## config.mk

```make
export PLATFORM = sky130hd
export DESIGN_NAME = i2c_temp_sensor_register_model_top
export DESIGN_NICKNAME = d
export VERILOG_FILES = /design/src/i2cts_pkg.sv /design/src/i2c_temp_sensor_register_model_top.sv /design/src/i2cts_core.sv /design/src/i2cts_out_reg.sv
export VERILOG_INCLUDE_DIRS = /design/src /design/src/src
export SDC_FILE = /design/constraint.sdc
export NUM_CORES = 1
export LEC_CHECK = 0
export ABC_AREA = 1
export BUFFER_PORTS_ARGS = -buffer_cell sky130_fd_sc_hd__buf_2
export CAP_MARGIN = 40
export CORE_MARGIN = 4
export CORE_UTILIZATION = 30
export DETAILED_ROUTE_END_ITERATION = 7
export GPL_TIMING_DRIVEN = 0
export SYNTH_ARGS = -nofsm -noshare
export SYNTH_HDL_FRONTEND = slang
export SYNTH_SLANG_ARGS = --single-unit
```

## constraint.sdc

```tcl
create_clock -name clk -period 5.2 [get_ports clk]
set_clock_uncertainty 0.2 [all_clocks]
set_input_delay 0.52 -clock clk [delete_from_list [all_inputs] [get_ports clk]]
set_output_delay 0.52 -clock clk [all_outputs]
set_load 0.02 [all_outputs]
```

## src/i2c_temp_sensor_register_model_top_assert.svh

```systemverilog
// assertion macros for the temperature sensor register model
// used by i2c_temp_sensor_register_model_top, expects clk and rst_n in scope
`ifndef I2C_TEMP_SENSOR_REGISTER_MODEL_TOP_ASSERT_SVH
`define I2C_TEMP_SENSOR_REGISTER_MODEL_TOP_ASSERT_SVH

// same-cycle implication, ignored during reset
`define I2CTS_ASSERT_NOW(label, ante, cons) \
  label: assert property (@(posedge clk) disable iff (!rst_n) (ante) |-> (cons)) \
    else $error("i2cts check failed");

// next-cycle implication, ignored during reset
`define I2CTS_ASSERT_NEXT(label, ante, cons) \
  label: assert property (@(posedge clk) disable iff (!rst_n) (ante) |=> (cons)) \
    else $error("i2cts check failed");

// next-cycle implication that also covers reset itself
`define I2CTS_ASSERT_RST(label, ante, cons) \
  label: assert property (@(posedge clk) (ante) |=> (cons)) \
    else $error("i2cts reset check failed");

`endif

```

## src/i2cts_pkg.sv

```systemverilog
// package for the temperature sensor register model
// types, register map codes and constants; no dependencies
`default_nettype none

package i2cts_pkg;

  localparam logic [3:0] REG_CONFIG     = 4'd1;
  localparam logic [3:0] REG_UPPER      = 4'd2;
  localparam logic [3:0] REG_LOWER      = 4'd3;
  localparam logic [3:0] REG_CRITICAL   = 4'd4;
  localparam logic [3:0] REG_AMBIENT    = 4'd5;
  localparam logic [3:0] REG_MANUF_ID   = 4'd6;
  localparam logic [3:0] REG_DEVICE_ID  = 4'd7;
  localparam logic [3:0] REG_RESOLUTION = 4'd8;

  localparam int unsigned NUM_SLOTS = 6;
  localparam logic [2:0] SLOT_CONFIG     = 3'd0;
  localparam logic [2:0] SLOT_UPPER      = 3'd1;
  localparam logic [2:0] SLOT_LOWER      = 3'd2;
  localparam logic [2:0] SLOT_CRITICAL   = 3'd3;
  localparam logic [2:0] SLOT_AMBIENT    = 3'd4;
  localparam logic [2:0] SLOT_RESOLUTION = 3'd5;
  localparam logic [2:0] SLOT_NONE       = 3'd6;

  localparam logic [15:0] MANUF_ID_VALUE  = 16'h0054;
  localparam logic [15:0] DEVICE_ID_VALUE = 16'h0400;
  localparam logic [31:0] LAST_SAMPLE_RST = 32'h0000_ffff;

  localparam logic [31:0] INTERVAL_0 = 32'd30;
  localparam logic [31:0] INTERVAL_1 = 32'd65;
  localparam logic [31:0] INTERVAL_2 = 32'd130;
  localparam logic [31:0] INTERVAL_3 = 32'd250;

  localparam logic MODE_WRITE = 1'b0;
  localparam logic MODE_READ  = 1'b1;

  typedef struct packed {
    logic              mode;
    logic [7:0]        data_byte;
    logic [31:0]       now_ms;
    logic signed [11:0] temperature_sixteenths;
  } item_t;

  typedef struct packed {
    logic [7:0] read_byte;
    logic       transfer_done;
  } result_t;

  function automatic logic [2:0] slot_of(input logic [3:0] idx);
    logic [2:0] s;
    unique case (idx)
      REG_CONFIG:     s = SLOT_CONFIG;
      REG_UPPER:      s = SLOT_UPPER;
      REG_LOWER:      s = SLOT_LOWER;
      REG_CRITICAL:   s = SLOT_CRITICAL;
      REG_AMBIENT:    s = SLOT_AMBIENT;
      REG_RESOLUTION: s = SLOT_RESOLUTION;
      default:        s = SLOT_NONE;
    endcase
    return s;
  endfunction

endpackage

`default_nettype wire

```

## src/i2c_temp_sensor_register_model_top.sv

```systemverilog
// top level of the temperature sensor register model
// input register, i2cts_core, i2cts_out_reg; uses i2cts_pkg and the assert header
//
//   channel | ports                                             | dir
//   in      | in_valid in_ready in_mode in_data_byte            | in
//           | in_now_ms in_temperature_sixteenths               |
//   out     | out_valid out_ready out_read_byte                 | out
//           | out_transfer_done                                 |
//
// one beat per cycle unless the output stalls; passes input, then result register
// state updates as a beat moves from the input register into the result register
// synchronous active-low reset clears valid flags and core state at once, no clearing pass
// a stalled output holds both stages; in_ready falls only when both are full
`default_nettype none
`include "i2c_temp_sensor_register_model_top_assert.svh"

module i2c_temp_sensor_register_model_top (
  input  wire logic              clk,
  input  wire logic              rst_n,
  input  wire logic              in_valid,
  output logic                   in_ready,
  input  wire logic              in_mode,
  input  wire logic [7:0]        in_data_byte,
  input  wire logic [31:0]       in_now_ms,
  input  wire logic signed [11:0] in_temperature_sixteenths,
  output logic                   out_valid,
  input  wire logic              out_ready,
  output logic [7:0]             out_read_byte,
  output logic                   out_transfer_done
);
  import i2cts_pkg::*;

  logic    stage_v_r;
  item_t   stage_r;
  logic    space;
  logic    advance;
  result_t core_res;
  result_t out_data;

  assign advance  = stage_v_r && space;
  assign in_ready = !stage_v_r || space;

  always_ff @(posedge clk) begin
    if (!rst_n) begin
      stage_v_r <= 1'b0;
    end else if (in_ready) begin
      stage_v_r <= in_valid;
    end
  end

  always_ff @(posedge clk) begin
    if (in_valid && in_ready) begin
      stage_r.mode                   <= in_mode;
      stage_r.data_byte              <= in_data_byte;
      stage_r.now_ms                 <= in_now_ms;
      stage_r.temperature_sixteenths <= in_temperature_sixteenths;
    end
  end

  i2cts_core u_core (
    .clk    (clk),
    .rst_n  (rst_n),
    .step   (advance),
    .item   (stage_r),
    .result (core_res)
  );

  i2cts_out_reg u_out (
    .clk       (clk),
    .rst_n     (rst_n),
    .load      (advance),
    .result    (core_res),
    .space     (space),
    .out_valid (out_valid),
    .out_ready (out_ready),
    .out_data  (out_data)
  );

  assign out_read_byte     = out_data.read_byte;
  assign out_transfer_done = out_data.transfer_done;

  `I2CTS_ASSERT_RST(a_rst_empty, !rst_n, !out_valid && in_ready)
  `I2CTS_ASSERT_NOW(a_full_stall, stage_v_r && out_valid && !out_ready, !in_ready)
  `I2CTS_ASSERT_NEXT(a_advance_loads, advance, out_valid)
  `I2CTS_ASSERT_NEXT(a_write_reads_zero, advance && (stage_r.mode == MODE_WRITE),
                     out_read_byte == 8'd0)

endmodule

`default_nettype wire

```

## src/i2cts_core.sv

```systemverilog
// register file, pointer and sampling logic of the sensor model
// one beat is processed per cycle when step is high; uses i2cts_pkg
`default_nettype none

module i2cts_core (
  input  wire logic            clk,
  input  wire logic            rst_n,
  input  wire logic            step,
  input  wire i2cts_pkg::item_t   item,
  output i2cts_pkg::result_t      result
);
  import i2cts_pkg::*;

  logic [15:0] regs_r   [NUM_SLOTS];
  logic [15:0] regs_nxt [NUM_SLOTS];
  logic [3:0]  ptr_idx_r, ptr_idx_nxt;
  logic        ptr_vld_r, ptr_vld_nxt;
  logic        byte_cnt_r, byte_cnt_nxt;
  logic [31:0] last_ms_r, last_ms_nxt;

  logic [3:0]  sel_idx;
  logic [2:0]  ptr_slot;
  logic [15:0] rd_word;
  logic [31:0] interval;
  logic [31:0] elapsed;
  logic [15:0] amb_word;
  logic        writable;

  assign sel_idx  = (item.data_byte > 8'd15) ? 4'd0 : item.data_byte[3:0];
  assign ptr_slot = slot_of(ptr_idx_r);
  assign elapsed  = item.now_ms - last_ms_r;
  assign writable = (ptr_slot != SLOT_NONE) && (ptr_slot != SLOT_AMBIENT);

  always_comb begin
    case (regs_r[SLOT_RESOLUTION][1:0])
      2'd0:    interval = INTERVAL_0;
      2'd1:    interval = INTERVAL_1;
      2'd2:    interval = INTERVAL_2;
      default: interval = INTERVAL_3;
    endcase
  end

  always_comb begin
    amb_word = {{4{item.temperature_sixteenths[11]}}, item.temperature_sixteenths};
    if (amb_word >= regs_r[SLOT_CRITICAL]) begin
      amb_word[15] = 1'b1;
    end
  end

  always_comb begin
    if (ptr_idx_r == REG_MANUF_ID) begin
      rd_word = MANUF_ID_VALUE;
    end else if (ptr_idx_r == REG_DEVICE_ID) begin
      rd_word = DEVICE_ID_VALUE;
    end else if (ptr_slot == SLOT_NONE) begin
      rd_word = 16'd0;
    end else begin
      rd_word = regs_r[ptr_slot];
    end
  end

  always_comb begin
    for (int i = 0; i < NUM_SLOTS; i++) begin
      regs_nxt[i] = regs_r[i];
    end
    ptr_idx_nxt          = ptr_idx_r;
    ptr_vld_nxt          = ptr_vld_r;
    byte_cnt_nxt         = byte_cnt_r;
    last_ms_nxt          = last_ms_r;
    result.read_byte     = 8'd0;
    result.transfer_done = 1'b0;
    if (ptr_vld_r) begin
      if (item.mode == MODE_READ) begin
        result.read_byte = byte_cnt_r ? rd_word[15:8] : rd_word[7:0];
      end else if (writable) begin
        if (byte_cnt_r) begin
          regs_nxt[ptr_slot][15:8] = item.data_byte;
        end else begin
          regs_nxt[ptr_slot][7:0] = item.data_byte;
        end
      end
      byte_cnt_nxt = ~byte_cnt_r;
      if (!byte_cnt_r) begin
        ptr_vld_nxt          = 1'b0;
        result.transfer_done = 1'b1;
      end
    end else if (item.mode == MODE_WRITE) begin
      if (elapsed >= interval) begin
        last_ms_nxt            = item.now_ms;
        regs_nxt[SLOT_AMBIENT] = amb_word;
      end
      ptr_idx_nxt  = sel_idx;
      byte_cnt_nxt = (sel_idx != REG_RESOLUTION);
      ptr_vld_nxt  = 1'b1;
    end
  end

  always_ff @(posedge clk) begin
    if (!rst_n) begin
      for (int i = 0; i < NUM_SLOTS; i++) begin
        regs_r[i] <= 16'd0;
      end
      ptr_idx_r  <= 4'd0;
      ptr_vld_r  <= 1'b0;
      byte_cnt_r <= 1'b0;
      last_ms_r  <= LAST_SAMPLE_RST;
    end else if (step) begin
      for (int i = 0; i < NUM_SLOTS; i++) begin
        regs_r[i] <= regs_nxt[i];
      end
      ptr_idx_r  <= ptr_idx_nxt;
      ptr_vld_r  <= ptr_vld_nxt;
      byte_cnt_r <= byte_cnt_nxt;
      last_ms_r  <= last_ms_nxt;
    end
  end

endmodule

`default_nettype wire

```

## src/i2cts_out_reg.sv

```systemverilog
// result register of the sensor model
// holds one result beat until taken downstream; uses i2cts_pkg
`default_nettype none

module i2cts_out_reg (
  input  wire logic               clk,
  input  wire logic               rst_n,
  input  wire logic               load,
  input  wire i2cts_pkg::result_t result,
  output logic                    space,
  output logic                    out_valid,
  input  wire logic               out_ready,
  output i2cts_pkg::result_t      out_data
);
  import i2cts_pkg::*;

  logic    valid_r;
  result_t data_r;

  assign space     = !valid_r || out_ready;
  assign out_valid = valid_r;
  assign out_data  = data_r;

  always_ff @(posedge clk) begin
    if (!rst_n) begin
      valid_r <= 1'b0;
    end else if (load) begin
      valid_r <= 1'b1;
    end else if (out_ready) begin
      valid_r <= 1'b0;
    end
  end

  always_ff @(posedge clk) begin
    if (load) begin
      data_r <= result;
    end
  end

endmodule

`default_nettype wire

```

# Yosys cells after proc, flatten, opt, wreduce, memory -nomap -nowiden
# Memories as Yosys holds them, arrays and structs flattened.
# Index checks and enable logic that the tools add are counted.
[totals] regBits=102 ram_bits=96 output_inout_bits=11 memories=1
[op_classes] addsub=1 magnitude_cmp=5 n_eq_ne=15 mux=40 bitwise=10 reduce_logical=14
[mem_list] memory="u_core.regs_r" depth=6 width=16 rd=7 rd_clocked_by_memory_dff=0 write_ports=6 line_no="i2cts_core.sv:14" source="logic [15:0] regs_r [NUM_SLOTS];"
[op_table] op="$mux W96" n=3
[op_table] op="$mux W16" n=14
[op_table] op="$bwmux W96" n=2
[op_table] op="$demux W16 S3" n=2
[op_table] op="$mux W64" n=1
[op_table] op="$ge A32 B8 Y1" n=1
[op_table] op="$sub A32 B32 Y32" n=1
[op_table] op="$pmux W8 S3" n=1
[op_table] op="$pmux W3 S6" n=1
[op_table] op="$eq A4 B3 Y1 const B" n=4
[op_table] op="$ge A16 B16 Y1" n=1
[op_table] op="$mux W8" n=2
[op_table] op="$mux W1" n=13
[op_table] op="$eq A4 B2 Y1 const B" n=2
[op_table] op="$gt A8 B4 Y1 const B" n=1
[op_table] op="$ne A3 B3 Y1 const B" n=2
[op_table] op="$or A1 B1 Y1" n=6
[op_table] op="$eq A4 B1 Y1 const B" n=1
[op_table] op="$eq A4 B4 Y1 const B" n=1
[op_table] op="$ge A4 B4 Y1 const B" n=1
[op_table] op="$logic_and A1 B1 Y1" n=4
[op_table] op="$lt A4 B1 Y1 const B" n=1
[op_table] op="$mux W4" n=1
[op_table] op="$ne A4 B4 Y1 const B" n=1
[op_table] op="13 further kinds" n=18

# Depth between registers and ports, before layout
# Gate-level depths: netlist of the first run.
[depth] word_depth=13 ltp_mapped=24 ltp_nobuf=23

# Hierarchy
# From an unflattened synthesis of the first run, not the netlist that was laid out.
[unflattened] cells_unflattened=1597 area_unflattened_um2=12264.3
[modules_own_cells] module="i2cts_core" instances=1 cells_per_inst=1520 area_each_um2=10297.4 seq_area_each_um2=3643.5
[modules_own_cells] module="i2c_temp_sensor_register_model_top" instances=1 cells_per_inst=62 area_each_um2=1650.3 seq_area_each_um2=1611.5
[modules_own_cells] module="i2cts_out_reg" instances=1 cells_per_inst=15 area_each_um2=316.6 seq_area_each_um2=290.3

# Worst setup path before layout of the first run
# OpenSTA, ideal clock, no wires.
[synth_timing] path_kind="input to register" start="input port rst_n" end="memory u_core.regs_r[0][0] (enable)" setup_time_ps=521 t_arrival_ps=4756 slack_ps=-276 path_stages=7 cell_sequence="buf_2 inv_1 nor2_1 inv_1 nor2_1 clkbuf_1 nor2_1"
[synth_rtl] item="start: declaration" line_no="i2c_temp_sensor_register_model_top.sv:19" source="input wire logic rst_n,"
[synth_rtl] item="end: declaration" line_no="i2cts_core.sv:14"

==> results.md, run 1 <==
* Main area contributors after synthesis: edfxtp_1 (39%), nand2_1 (11%), inv_1 (8.3%)
* Cells on Worst Hold Path at 1
* Unrepaired setup endpoints after global routing: no
* Synth top area share at 38.7%
* Post-Syn Nets at 1,709
* Tightest Pin Transition at 0.896 ns
* Gpl congestion at 0.956
* Fmax at 229 MHz
* WL/cell at 15.9 um
* Width of the chip at 210 um
* Diodes inserted at 0
* Sum of routed wire length over all layers at 35,500 um
* Placement-stage worst setup slack at 0.826 ns
* Reg2Reg Depth at 23
* Time the worst path needs with I/O delays and setup at 4.38 ns
* Initial cell density of the core at 30.6%
* Ys Warns at 0
* Post-CTS setup buffer count at 0
* Remaining antenna violation count at 0
* GRT met1 Usage at 22.9%
* Cts bufs inserted at 17
* Most instantiated cells after synthesis: nand2_1 (366), inv_1 (272), a21oi_1 (177), edfxtp_1 (158), o21ai_0 (139)
* Max cap viols at 0
* Pwr per Cell Area at 285 mW/mm2
* Cell with the biggest individual delay on the critical path: nor2_1
* Site row count at 73
* Reg2Reg Capture Point: u_core.regs_r[4][5]
* CP Class: flip-flop to flip-flop
* Total count of hold-check failures in the final report at 0
* Endpoint required time on the critical path at 5.19 ns
* Global routing met2 resource utilization at 24.7%
* Global-route total usage across every layer at 15.9%
* Total placed instance area at 0.0133 mm2
* Layout cells sized above 1 at 9.05%
* Io pins at 68
* Sinks on Clock Net at 198
* Worst Path Buf+Inv at 3
* Core region area at 0.0400 mm2
* Final setup vio count at 0
* Worst min path class: input pin to flip-flop
* Via count at 10,930
* Later-pin clock latency in the skew report at 0.47 ns
* Routing layer with the top usage in global route: met2
* IR drop worst, VDD at 161 uV
* Final design area excluding fillers at 0.0141 mm2
* CTS H-tree lvls at 4
* CP cell instances: ha_1, nand2_1, nand2_1, inv_2, nand2_2, nand2_1, nand2_1, xor2_1, ha_1, nand2_1, o21ai_0, a21oi_1, nand3_1, nor2_1, nand3_1, nor2_1, nand2_1, nor2_1, nand3_2, buf_2, o21ai_0, nor2_1, buf_4
* Antenna violations before repair at 0
* Cell with the most instances after synthesis: nand2_1
* Wire length of the first global-routing pass at 55,800 um
* Number of flops mapped to enable cells by yosys at 158
* Mean instance size in the synthesized netlist at 7.70 um2
* Max transition margin at 40.3%
* Startpoint types: flip-flop
* Residual DRC at 0
* Final Non-Filler Cells at 2,237
* Result of the run: finished clean
* Congestion Overflow GR at 0
* Leakage at 6.16 nW
* Hold Crit Endpoint: stage_r[8]
* Port Buf Inserts at 66
* Maximum number of pins on one net before global-route repair at 38
* Kind of cell adding the most delay to the critical path: simple AND/OR/NAND/NOR gates
* Total of flip-flops plus latches after synthesis at 198
* Unique cell type count in the Yosys netlist at 40
* Endpoint class of the critical path: flip-flop
* Via count of the first global-routing pass at 10,105
* Critical path's largest stage delay at 0.61 ns
* Final number of max-transition violations at 0
* Predominant post-synthesis flop cell: edfxtp_1
* Final setup slack of the worst path at 0.824 ns
* Critical Path Fanout Max at 10
* Placed wire-length estimate at 27,200 um
* Root buffer selected by CTS: clkbuf_16
* Clock tree from TritonCTS: built
* Ratio of routed vias to standard cells at 4.89
* Worst hold margin at 0.0228 ns
* Register-to-register setup slack at 0.82 ns
* Met3 Use GR at 2.19%
* Cells after Synth at 1,592
* Sequential fraction of the synthesis area at 45.3%
* Worst path arrival time at 4.36 ns
* CP most frequent cell: nand2_1
* Startpoint of the worst register-to-register path: stage_r[14]
* Post-synth top area cell: edfxtp_1
* Post-layout net count at 1,816
* Period utilization at 84.1%
* Synthesized cell area at 0.0123 mm2
* 1st-pass router iterations at 6
* Worst min-delay path startpoint: in_temperature_sixteenths[8]
* Layout overhead on the synthesized area at 15.3%
* Share of synthesized flip-flops with an asynchronous set or reset at 0%
* Placed instance count at 2,188
* Reg clk slew, reported paths at 0.08 ns
* Die Y-Extent at 210 um
* Floorplan die area at 0.0441 mm2
* Buffer depth of the longest clock path at 2
* Iter 0 DRT Violations at 998
-- report_power, final --
part | internal (W) | leakage [nW] | switching (W)
registers | 0.00182 | 1.92 | 0.0000630
clock network | 0.000673 | 0.307 | 0.000737
logic | 0.000244 | 3.94 | 0.000493
-- through the flow --
stage	setup TNS (ns)	util, %	power [W]
CTS	0	35.3	0.00406
global route	0	35.3	0.00424
floorplan	0	-	0.00240
global placement	-44.85	33.1	0.00262
detailed placement	0	33.3	0.00264
finish	0	35.3	0.00403
-- worst max-delay path by stage --
stage | to | slack [ns] | startpoint | depth (start not counted)
after floorplan | u_core.regs_r[0][0] | 1.07 | rst_n | 7
after global placement | u_core.regs_r[0][1] | -0.56 | out_ready | 9
after detailed placement | u_core.regs_r[4][4] | 0.83 | stage_r[14] | 23
after CTS | u_core.regs_r[4][5] | 0.80 | stage_r[14] | 23
after global routing | u_core.regs_r[4][6] | 0.50 | stage_r[12] | 23
final | u_core.regs_r[4][5] | 0.82 | stage_r[14] | 23
-- sequential cells by signal, summed over array words and instances, names as in the netlist --
signal and count:
stage_r 53, stage_v_r 1, u_core.byte_cnt_r 1, u_core.last_ms_r 32, u_core.ptr_idx_r 4, u_core.ptr_vld_r 1
u_core.regs_r 96, u_out.out_data 9, u_out.out_valid 1
-- cells by family after synthesis --
| family | Yosys count | synth area share, % |
|---|---|---|
| flops | 198 | 45.3 |
| fa+ha+maj | 60 | 6.19 |
| compound gates | 360 | 15.6 |
| xor+xnor | 10 | 0.715 |
| buf+inv | 347 | 10.9 |
| simple gates | 617 | 21.3 |
-- cells in the final DEF (no fill, tap or decap), drive strengths merged, types with 12 or more instances in the layout --
cell type    netlist  routed
edfxtp           158     158
nor2             121     121
a21oi            178     178
dlygate4sd3        0      17
inv              283     292
clkbuf            46      63
o21ai            139     139
nand3             95      95
o211ai            24      24
dfxtp             40      40
buf               17      88
ha                59      59
nor3              12      12
nand2            371     371
-- per-layer routing --
layer	vias to the layer above	wire (um)
li1	5444	-
met1	5057	17000
met2	376	15700
met3	53	2040
met4	0	803
met5	-	0
-- cell type report --
| type | instances | area, um2 |
|---|---|---|
| fillers | 4260 | 25900 |
| clock buffers | 17 | 425 |
| inverters | 284 | 1070 |
| repair buffers | 88 | 576 |
| flip-flops and latches | 198 | 5550 |
| plain buffers | 63 | 269 |
| multi-input cells | 1047 | 5380 |
| clock inverters | 15 | 210 |
| well taps | 525 | 657 |
-- what timing repair did --
item / 4_1_cts / 5_1_grt
hold buffers: 16 / 1
endpoints found under the setup margin: 0 / 0
hold endpoints to repair: 16 / 1
resized for setup: 0 / 0
No activity file was read; power rests on OpenSTA's default activity.
==> run 2: changes to the inputs <==
clock period = 4.3 ns   (was 5.2 ns; I/O delays follow)
==> results.md, run 2 (synthesized netlist as in run 1, its figures left out) <==
* CP Class: flip-flop to flip-flop
* Residual DRC at 0 (unchanged)
* Initial cell density of the core at 30.6% (unchanged)
* Register with the most flip-flops: u_core.regs_r
* Gpl congestion at 0.956 (unchanged)
* Ratio of routed vias to standard cells at 4.84 (-0.89%)
* Remaining antenna violation count at 0 (unchanged)
* Fmax at 243 MHz (+6.5%)
* Utilization of the core after routing at 36.3% (+0.98 points)
* Pwr per Cell Area at 338 mW/mm2 (+18%)
* 1st-pass router iterations at 6 (unchanged)
* Met3 routed WL at 2240 um (+9.8%)
* CTS H-tree lvls at 4 (unchanged)
* Placed instance count at 2,188 (unchanged)
* Biggest registers after layout: u_core.regs_r x96, stage_r x53, u_core.last_ms_r x32
* Period utilization at 95.5% (+11 points)
* Site row count at 73 (unchanged)
* Uppermost layer routed: met4
* Max cap viols at 0 (unchanged)
* Tightest Pin Transition at 0.874 ns (-0.0217 ns)
* Cts bufs inserted at 17 (unchanged)
* Critical Path Fanout Max at 10 (unchanged)
* Time the worst path needs with I/O delays and setup at 4.11 ns (-0.269 ns)
* Final setup slack of the worst path at 0.193 ns (-0.631 ns)
* Clock tree from TritonCTS: built
* Total count of hold-check failures in the final report at 0 (unchanged)
* CP cell instances: ha_1, nand2_1, nor2_1, nand2_1, nand2_1, xor2_1, ha_1, a21oi_1, o21ai_0, a21oi_2, nand3_1, nor2_1, nand3_1, nor2_1, nand2_1, nor2_1, nand3_2, buf_4, o21ai_2, nor2_4, buf_4
* Later-pin clock latency in the skew report at 0.47 ns (about the same)
* Endpoint required time on the critical path at 4.34 ns (-0.85 ns)
* Post-route setup TNS at 0 ns (unchanged)
* Met2 WL at 15,900 um (+1.1%)
* Final number of max-transition violations at 0 (unchanged)
* Final Non-Filler Cells at 2,273 (+1.6%)
* Layout cells sized above 1 at 9.15% (+0.10 points)
* WL/cell at 15.7 um (-0.87%)
* Sinks on Clock Net at 198 (unchanged)
* Cell with the biggest individual delay on the critical path: edfxtp_1
* Final setup vio count at 0 (unchanged)
* Design Power at 0.00491 W (+22%)
* Worst path arrival time at 4.14 ns (-0.22 ns)
* Core region area at 0.0400 mm2 (unchanged)
* Filler Cell Count at 4,237 (-0.54%)
* Combined area of the multi-input logic cells at 0.00541 mm2 (+0.56%)
* Critical path's largest stage delay at 0.45 ns (-0.16 ns)
* Sum of routed wire length over all layers at 35,800 um (+0.72%)
* Most common cell after layout, fill and taps aside: nand2_1
* Io pins at 68 (unchanged)
* Reg clk slew, reported paths at 0.08 ns (about the same)
* Startpoint types: flip-flop
* Antenna violations before repair at 0 (unchanged)
* Maximum number of pins on one net before global-route repair at 38 (unchanged)
* Most frequent cells in the layout: nand2_1 (366), inv_1 (271), a21oi_1 (176)
* Layout overhead on the synthesized area at 18.5%
* Via count at 11,007 (+0.70%)
* IR drop worst, VDD at 194 uV (+21%)
* Floorplan die area at 0.0441 mm2 (unchanged)
* Buffer depth of the longest clock path at 2 (unchanged)
* Placed wire-length estimate at 27,200 um (unchanged)
* Diodes inserted at 0 (unchanged)
* FF/Latch Area at 0.00555 mm2 (unchanged)
* Length of routed wiring on met1 at 16,900 um (-0.68%)
* Die Y-Extent at 210 um (unchanged)
* Max transition margin at 41.7% (+1.4 points)
* Leakage at 6.31 nW (+2.5%)
* Endpoint class of the critical path: flip-flop
* Iter 0 DRT Violations at 1,007 (+0.90%)
* Root buffer selected by CTS: clkbuf_16
* Number of flip-flops under the largest register name at 96 (unchanged)
* Global-route total usage across every layer at 16.1% (+0.14 points)
* Placement-stage worst setup slack at -0.0739 ns (-0.900 ns)
* Post-layout net count at 1,852 (+2.0%)
* Port Buf Inserts at 66 (unchanged)
* Width of the chip at 210 um (unchanged)
* Result of the run: finished clean
* Worst min path class: input pin to flip-flop
* Wire length of the first global-routing pass at 56,400 um (+1.1%)
* Via count of the first global-routing pass at 10,251 (+1.4%)
* Congestion Overflow GR at 0 (unchanged)
==> run 2: layer usage <==
metal / vias up / track usage (%)
li1: 5510 / -
met1: 5074 / 23.0
met2: 371 / 25.0
met3: 52 / 2.22
met4: 0 / 5.42
met5: - / 0
==> run 2: through the flow <==
step	hold slack [ns]	area [um2]
6_report	0.0481	14500
5_1_grt	0.0680	14500
4_1_cts	0.0305	14500
3_5_place_dp	0.245	13300
3_3_place_gp	0.240	13200
2_1_floorplan	0.229	12300
==> run 2: layout make-up <==
cell class              instances  area share (%)
flip-flops and latches        198            38.2
repair buffers                124            6.45
multi-input cells            1047            37.2
well taps                     525            4.52
plain buffers                  63            1.87
clock inverters                15            1.45
inverters                     284            7.34
clock buffers                  17            2.93
==> run 2: worst max-delay path: cells and delay by family (launching register included) <==
| family | cells | cell delay [ns] |
|---|---|---|
| XOR/XNOR | 1 | 0.22 |
| AO/OA/AOI/OAI | 4 | 0.65 |
| adder cells (fa/ha/maj) | 2 | 0.68 |
| buffers and inverters | 2 | 0.41 |
| flip-flops | 1 | 0.45 |
| AND/OR/NAND/NOR | 12 | 1.26 |
==> run 2: final timing paths <==
kind                             from                   end  slack [ns]  cells past startpoint
hold / removal               in_valid             stage_v_r        0.05                      3
hold reg to reg   u_core.last_ms_r[7]   u_core.last_ms_r[7]        0.26                      2
setup / recovery          stage_r[16]  u_core.regs_r[4][10]        0.19                     21
setup reg to reg          stage_r[16]  u_core.regs_r[4][10]        0.19                     21
==> run 2: report_power, final <==
| group | internal (W) | switching [W] | total, W |
|---|---|---|---|
| sequential | 0.00221 | 0.0000765 | 0.00228 |
| clock | 0.000814 | 0.000893 | 0.00171 |
| combinational | 0.000319 | 0.000602 | 0.000921 |
==> run 2: repair_timing <==
action	CTS	global route
buffers inserted	0	0
hold buffers	53	0
endpoints found under the setup margin	8	16
resized for setup	1	9
hold endpoints to repair	53	0
==> run 3: changes to the inputs <==
REMOVE_ABC_BUFFERS = 1   (was not set)
==> results.md, run 3 (synthesized netlist as in run 1, its figures left out) <==
* Result of the run: finished clean
* Placement-stage worst setup slack at -0.0862 ns (-0.0124 ns)
* Total count of hold-check failures in the final report at 0 (unchanged)
* Site row count at 73 (unchanged)
* Width of the chip at 210 um (unchanged)
* Later-pin clock latency in the skew report at 0.47 ns (about the same)
* Wire length of the first global-routing pass at 52,800 um (-6.3%)
* Sum of routed wire length over all layers at 32,900 um (-8.1%)
* FF/Latch Area at 0.00555 mm2 (unchanged)
* Unrepaired setup endpoints after global routing: no
* Placed wire-length estimate at 23,600 um (-13%)
* Layout overhead on the synthesized area at 17.4%
* Worst path arrival time at 3.88 ns (-0.26 ns)
* Sequential power share at 47.7% (+1.2 points)
* Period utilization at 89.6% (-5.9 points)
* WL/cell at 14.8 um (-6.0%)
* Floorplan die area at 0.0441 mm2 (unchanged)
* Endpoint class of the critical path: flip-flop
* Antenna violations before repair at 1 (+1)
* Port Buf Inserts at 67 (+1.5%)
* Iter 0 DRT Violations at 843 (-16%)
* Global-route total usage across every layer at 15.0% (-1.0 points)
* Time the worst path needs with I/O delays and setup at 3.85 ns (-0.255 ns)
* Final setup vio count at 0 (unchanged)
* Maximum number of pins on one net before global-route repair at 45 (+18%)
* Cts bufs inserted at 17 (unchanged)
* Residual DRC at 0 (unchanged)
* Endpoint required time on the critical path at 4.33 ns (about the same)
* Post-route setup TNS at 0 ns (unchanged)
* Leakage at 6.27 nW (-0.76%)
* Initial cell density of the core at 30.6% (unchanged)
* Root buffer selected by CTS: clkbuf_16
* Most common cell after layout, fill and taps aside: nand2_1
* Internal power at 0.00339 W (+1.5%)
* Most frequent cells in the layout: nand2_1 (366), inv_1 (271), a21oi_1 (177)
* Pwr per Cell Area at 334 mW/mm2 (-1.1%)
* Via count at 10,532 (-4.3%)
* Remaining antenna violation count at 0 (unchanged)
* Max cap viols at 0 (unchanged)
* 1st-pass router iterations at 5 (-1)
* Switching power share of the total at 29.6% (-2.4 points)
* Fmax at 260 MHz (+6.6%)
* Gpl congestion at 0.932 (-2.4%)
* Core region area at 0.0400 mm2 (unchanged)
* Sinks on Clock Net at 198 (unchanged)
* Utilization of the core after routing at 36.0% (-0.33 points)
* Final setup slack of the worst path at 0.448 ns (+0.255 ns)
* Clock share of power at 33.9% (-0.9 points)
* Register with the most flip-flops: u_core.regs_r
* Worst min path class: input pin to flip-flop
* Final number of max-transition violations at 0 (unchanged)
* Filler Cell Count at 4,225 (-0.28%)
* Ratio of routed vias to standard cells at 4.74 (-2.1%)
* Startpoint types: flip-flop
* Die Y-Extent at 210 um (unchanged)
* Post-layout net count at 1,801 (-2.8%)
* Layout cells sized above 1 at 9.08% (-0.073 points)
* Clock tree from TritonCTS: built
* Critical Path Fanout Max at 9 (-1)
* Tightest Pin Transition at 0.867 ns (-0.00767 ns)
* Reg clk slew, reported paths at 0.08 ns (about the same)
* Io pins at 68 (unchanged)
* Combined area of the multi-input logic cells at 0.00541 mm2 (unchanged)
* IR drop worst, VDD at 373 uV (+92%)
* Biggest registers after layout: u_core.regs_r x96, stage_r x53, u_core.last_ms_r x32
* Logic gate share of total power at 18.5% (-0.3 points)
* Via count of the first global-routing pass at 10,071 (-1.8%)
* Net Switching at 0.00142 W (-9.5%)
* Buffer depth of the longest clock path at 2 (unchanged)
* Design Power at 0.00481 W (-2.0%)
* Max transition margin at 42.0% (+0.30 points)
* Congestion Overflow GR at 0 (unchanged)
* CTS H-tree lvls at 4 (unchanged)
* Number of flip-flops under the largest register name at 96 (unchanged)
* CP Class: flip-flop to flip-flop
-- run 3: cell type report --
class                   count  share of cell area, %
clock inverters            14                   1.05
inverters                 284                   7.41
repair buffers            136                   7.87
multi-input cells        1047                   37.6
flip-flops and latches    198                   38.5
diodes                      1                 0.0174
clock buffers              17                   2.96
well taps                 525                   4.57
-- run 3: path summary, 6_finish.rpt --
| kind | cells after the start | start | slack (ns) | to |
|---|---|---|---|---|
| max | 22 | stage_r[14] | 0.45 | u_core.regs_r[4][9] |
| min | 3 | in_valid | 0.05 | stage_v_r |
| max reg2reg | 22 | stage_r[14] | 0.45 | u_core.regs_r[4][9] |
| min reg2reg | 2 | u_core.last_ms_r[11] | 0.26 | u_core.last_ms_r[11] |
-- run 3: power groups by stage --
stage	combinational (W)	sequential (W)	clock [W]
floorplan	0.000578	0.00231	0
global placement	0.000806	0.00235	0
detailed placement	0.000849	0.00233	0
CTS	0.000891	0.00229	0.00167
global route	0.00102	0.00231	0.00174
finish	0.000889	0.00229	0.00163
-- run 3: worst max-delay path, stage by stage, from the launching register on --
cell and delay, ns:
edfxtp_1 0.41, ha_2 0.40, nand2_1 0.06, nand2_1 0.09, inv_2 0.04, nand2_2 0.09
nand2_1 0.06, nand2_1 0.10, xor2_1 0.21, ha_1 0.28, a21oi_1 0.14, o21ai_0 0.09
a21oi_1 0.13, nand3_1 0.09, nor2_1 0.12, nand3_1 0.11, nor2_1 0.09, nand2_1 0.06
nor2_2 0.15, nand3_4 0.11, o21ai_1 0.20, nor2_2 0.14, buf_4 0.21
-- run 3: metal layers --
layer	global-route usage, %	share of wire, %	vias to the layer above
met4	5.11	2.4	0
met2	24.5	47	275
met1	19.8	45	4796
met5	0	0	-
met3	3.41	6.0	49
li1	-	-	5412
-- run 3: what timing repair did --
item,in CTS,in global routing
buffers inserted,0,2
hold endpoints to repair,53,0
setup endpoints to repair,9,48
gates cloned,0,0
resized for setup,1,4
hold buffers,53,0
pin swaps,0,1
-- run 3: stage by stage --
| stage | cells | cell area (um2) | hold slack, ns |
|---|---|---|---|
| 5_1_grt | 2221 | 14400 | 0.0493 |
| 2_1_floorplan | 1529 | 12000 | 0.229 |
| 4_1_cts | 2219 | 14400 | 0.0258 |
| 3_5_place_dp | 2135 | 13200 | 0.242 |
| 6_report | 2222 | 14400 | 0.0512 |
| 3_3_place_gp | 2121 | 13000 | 0.240 |
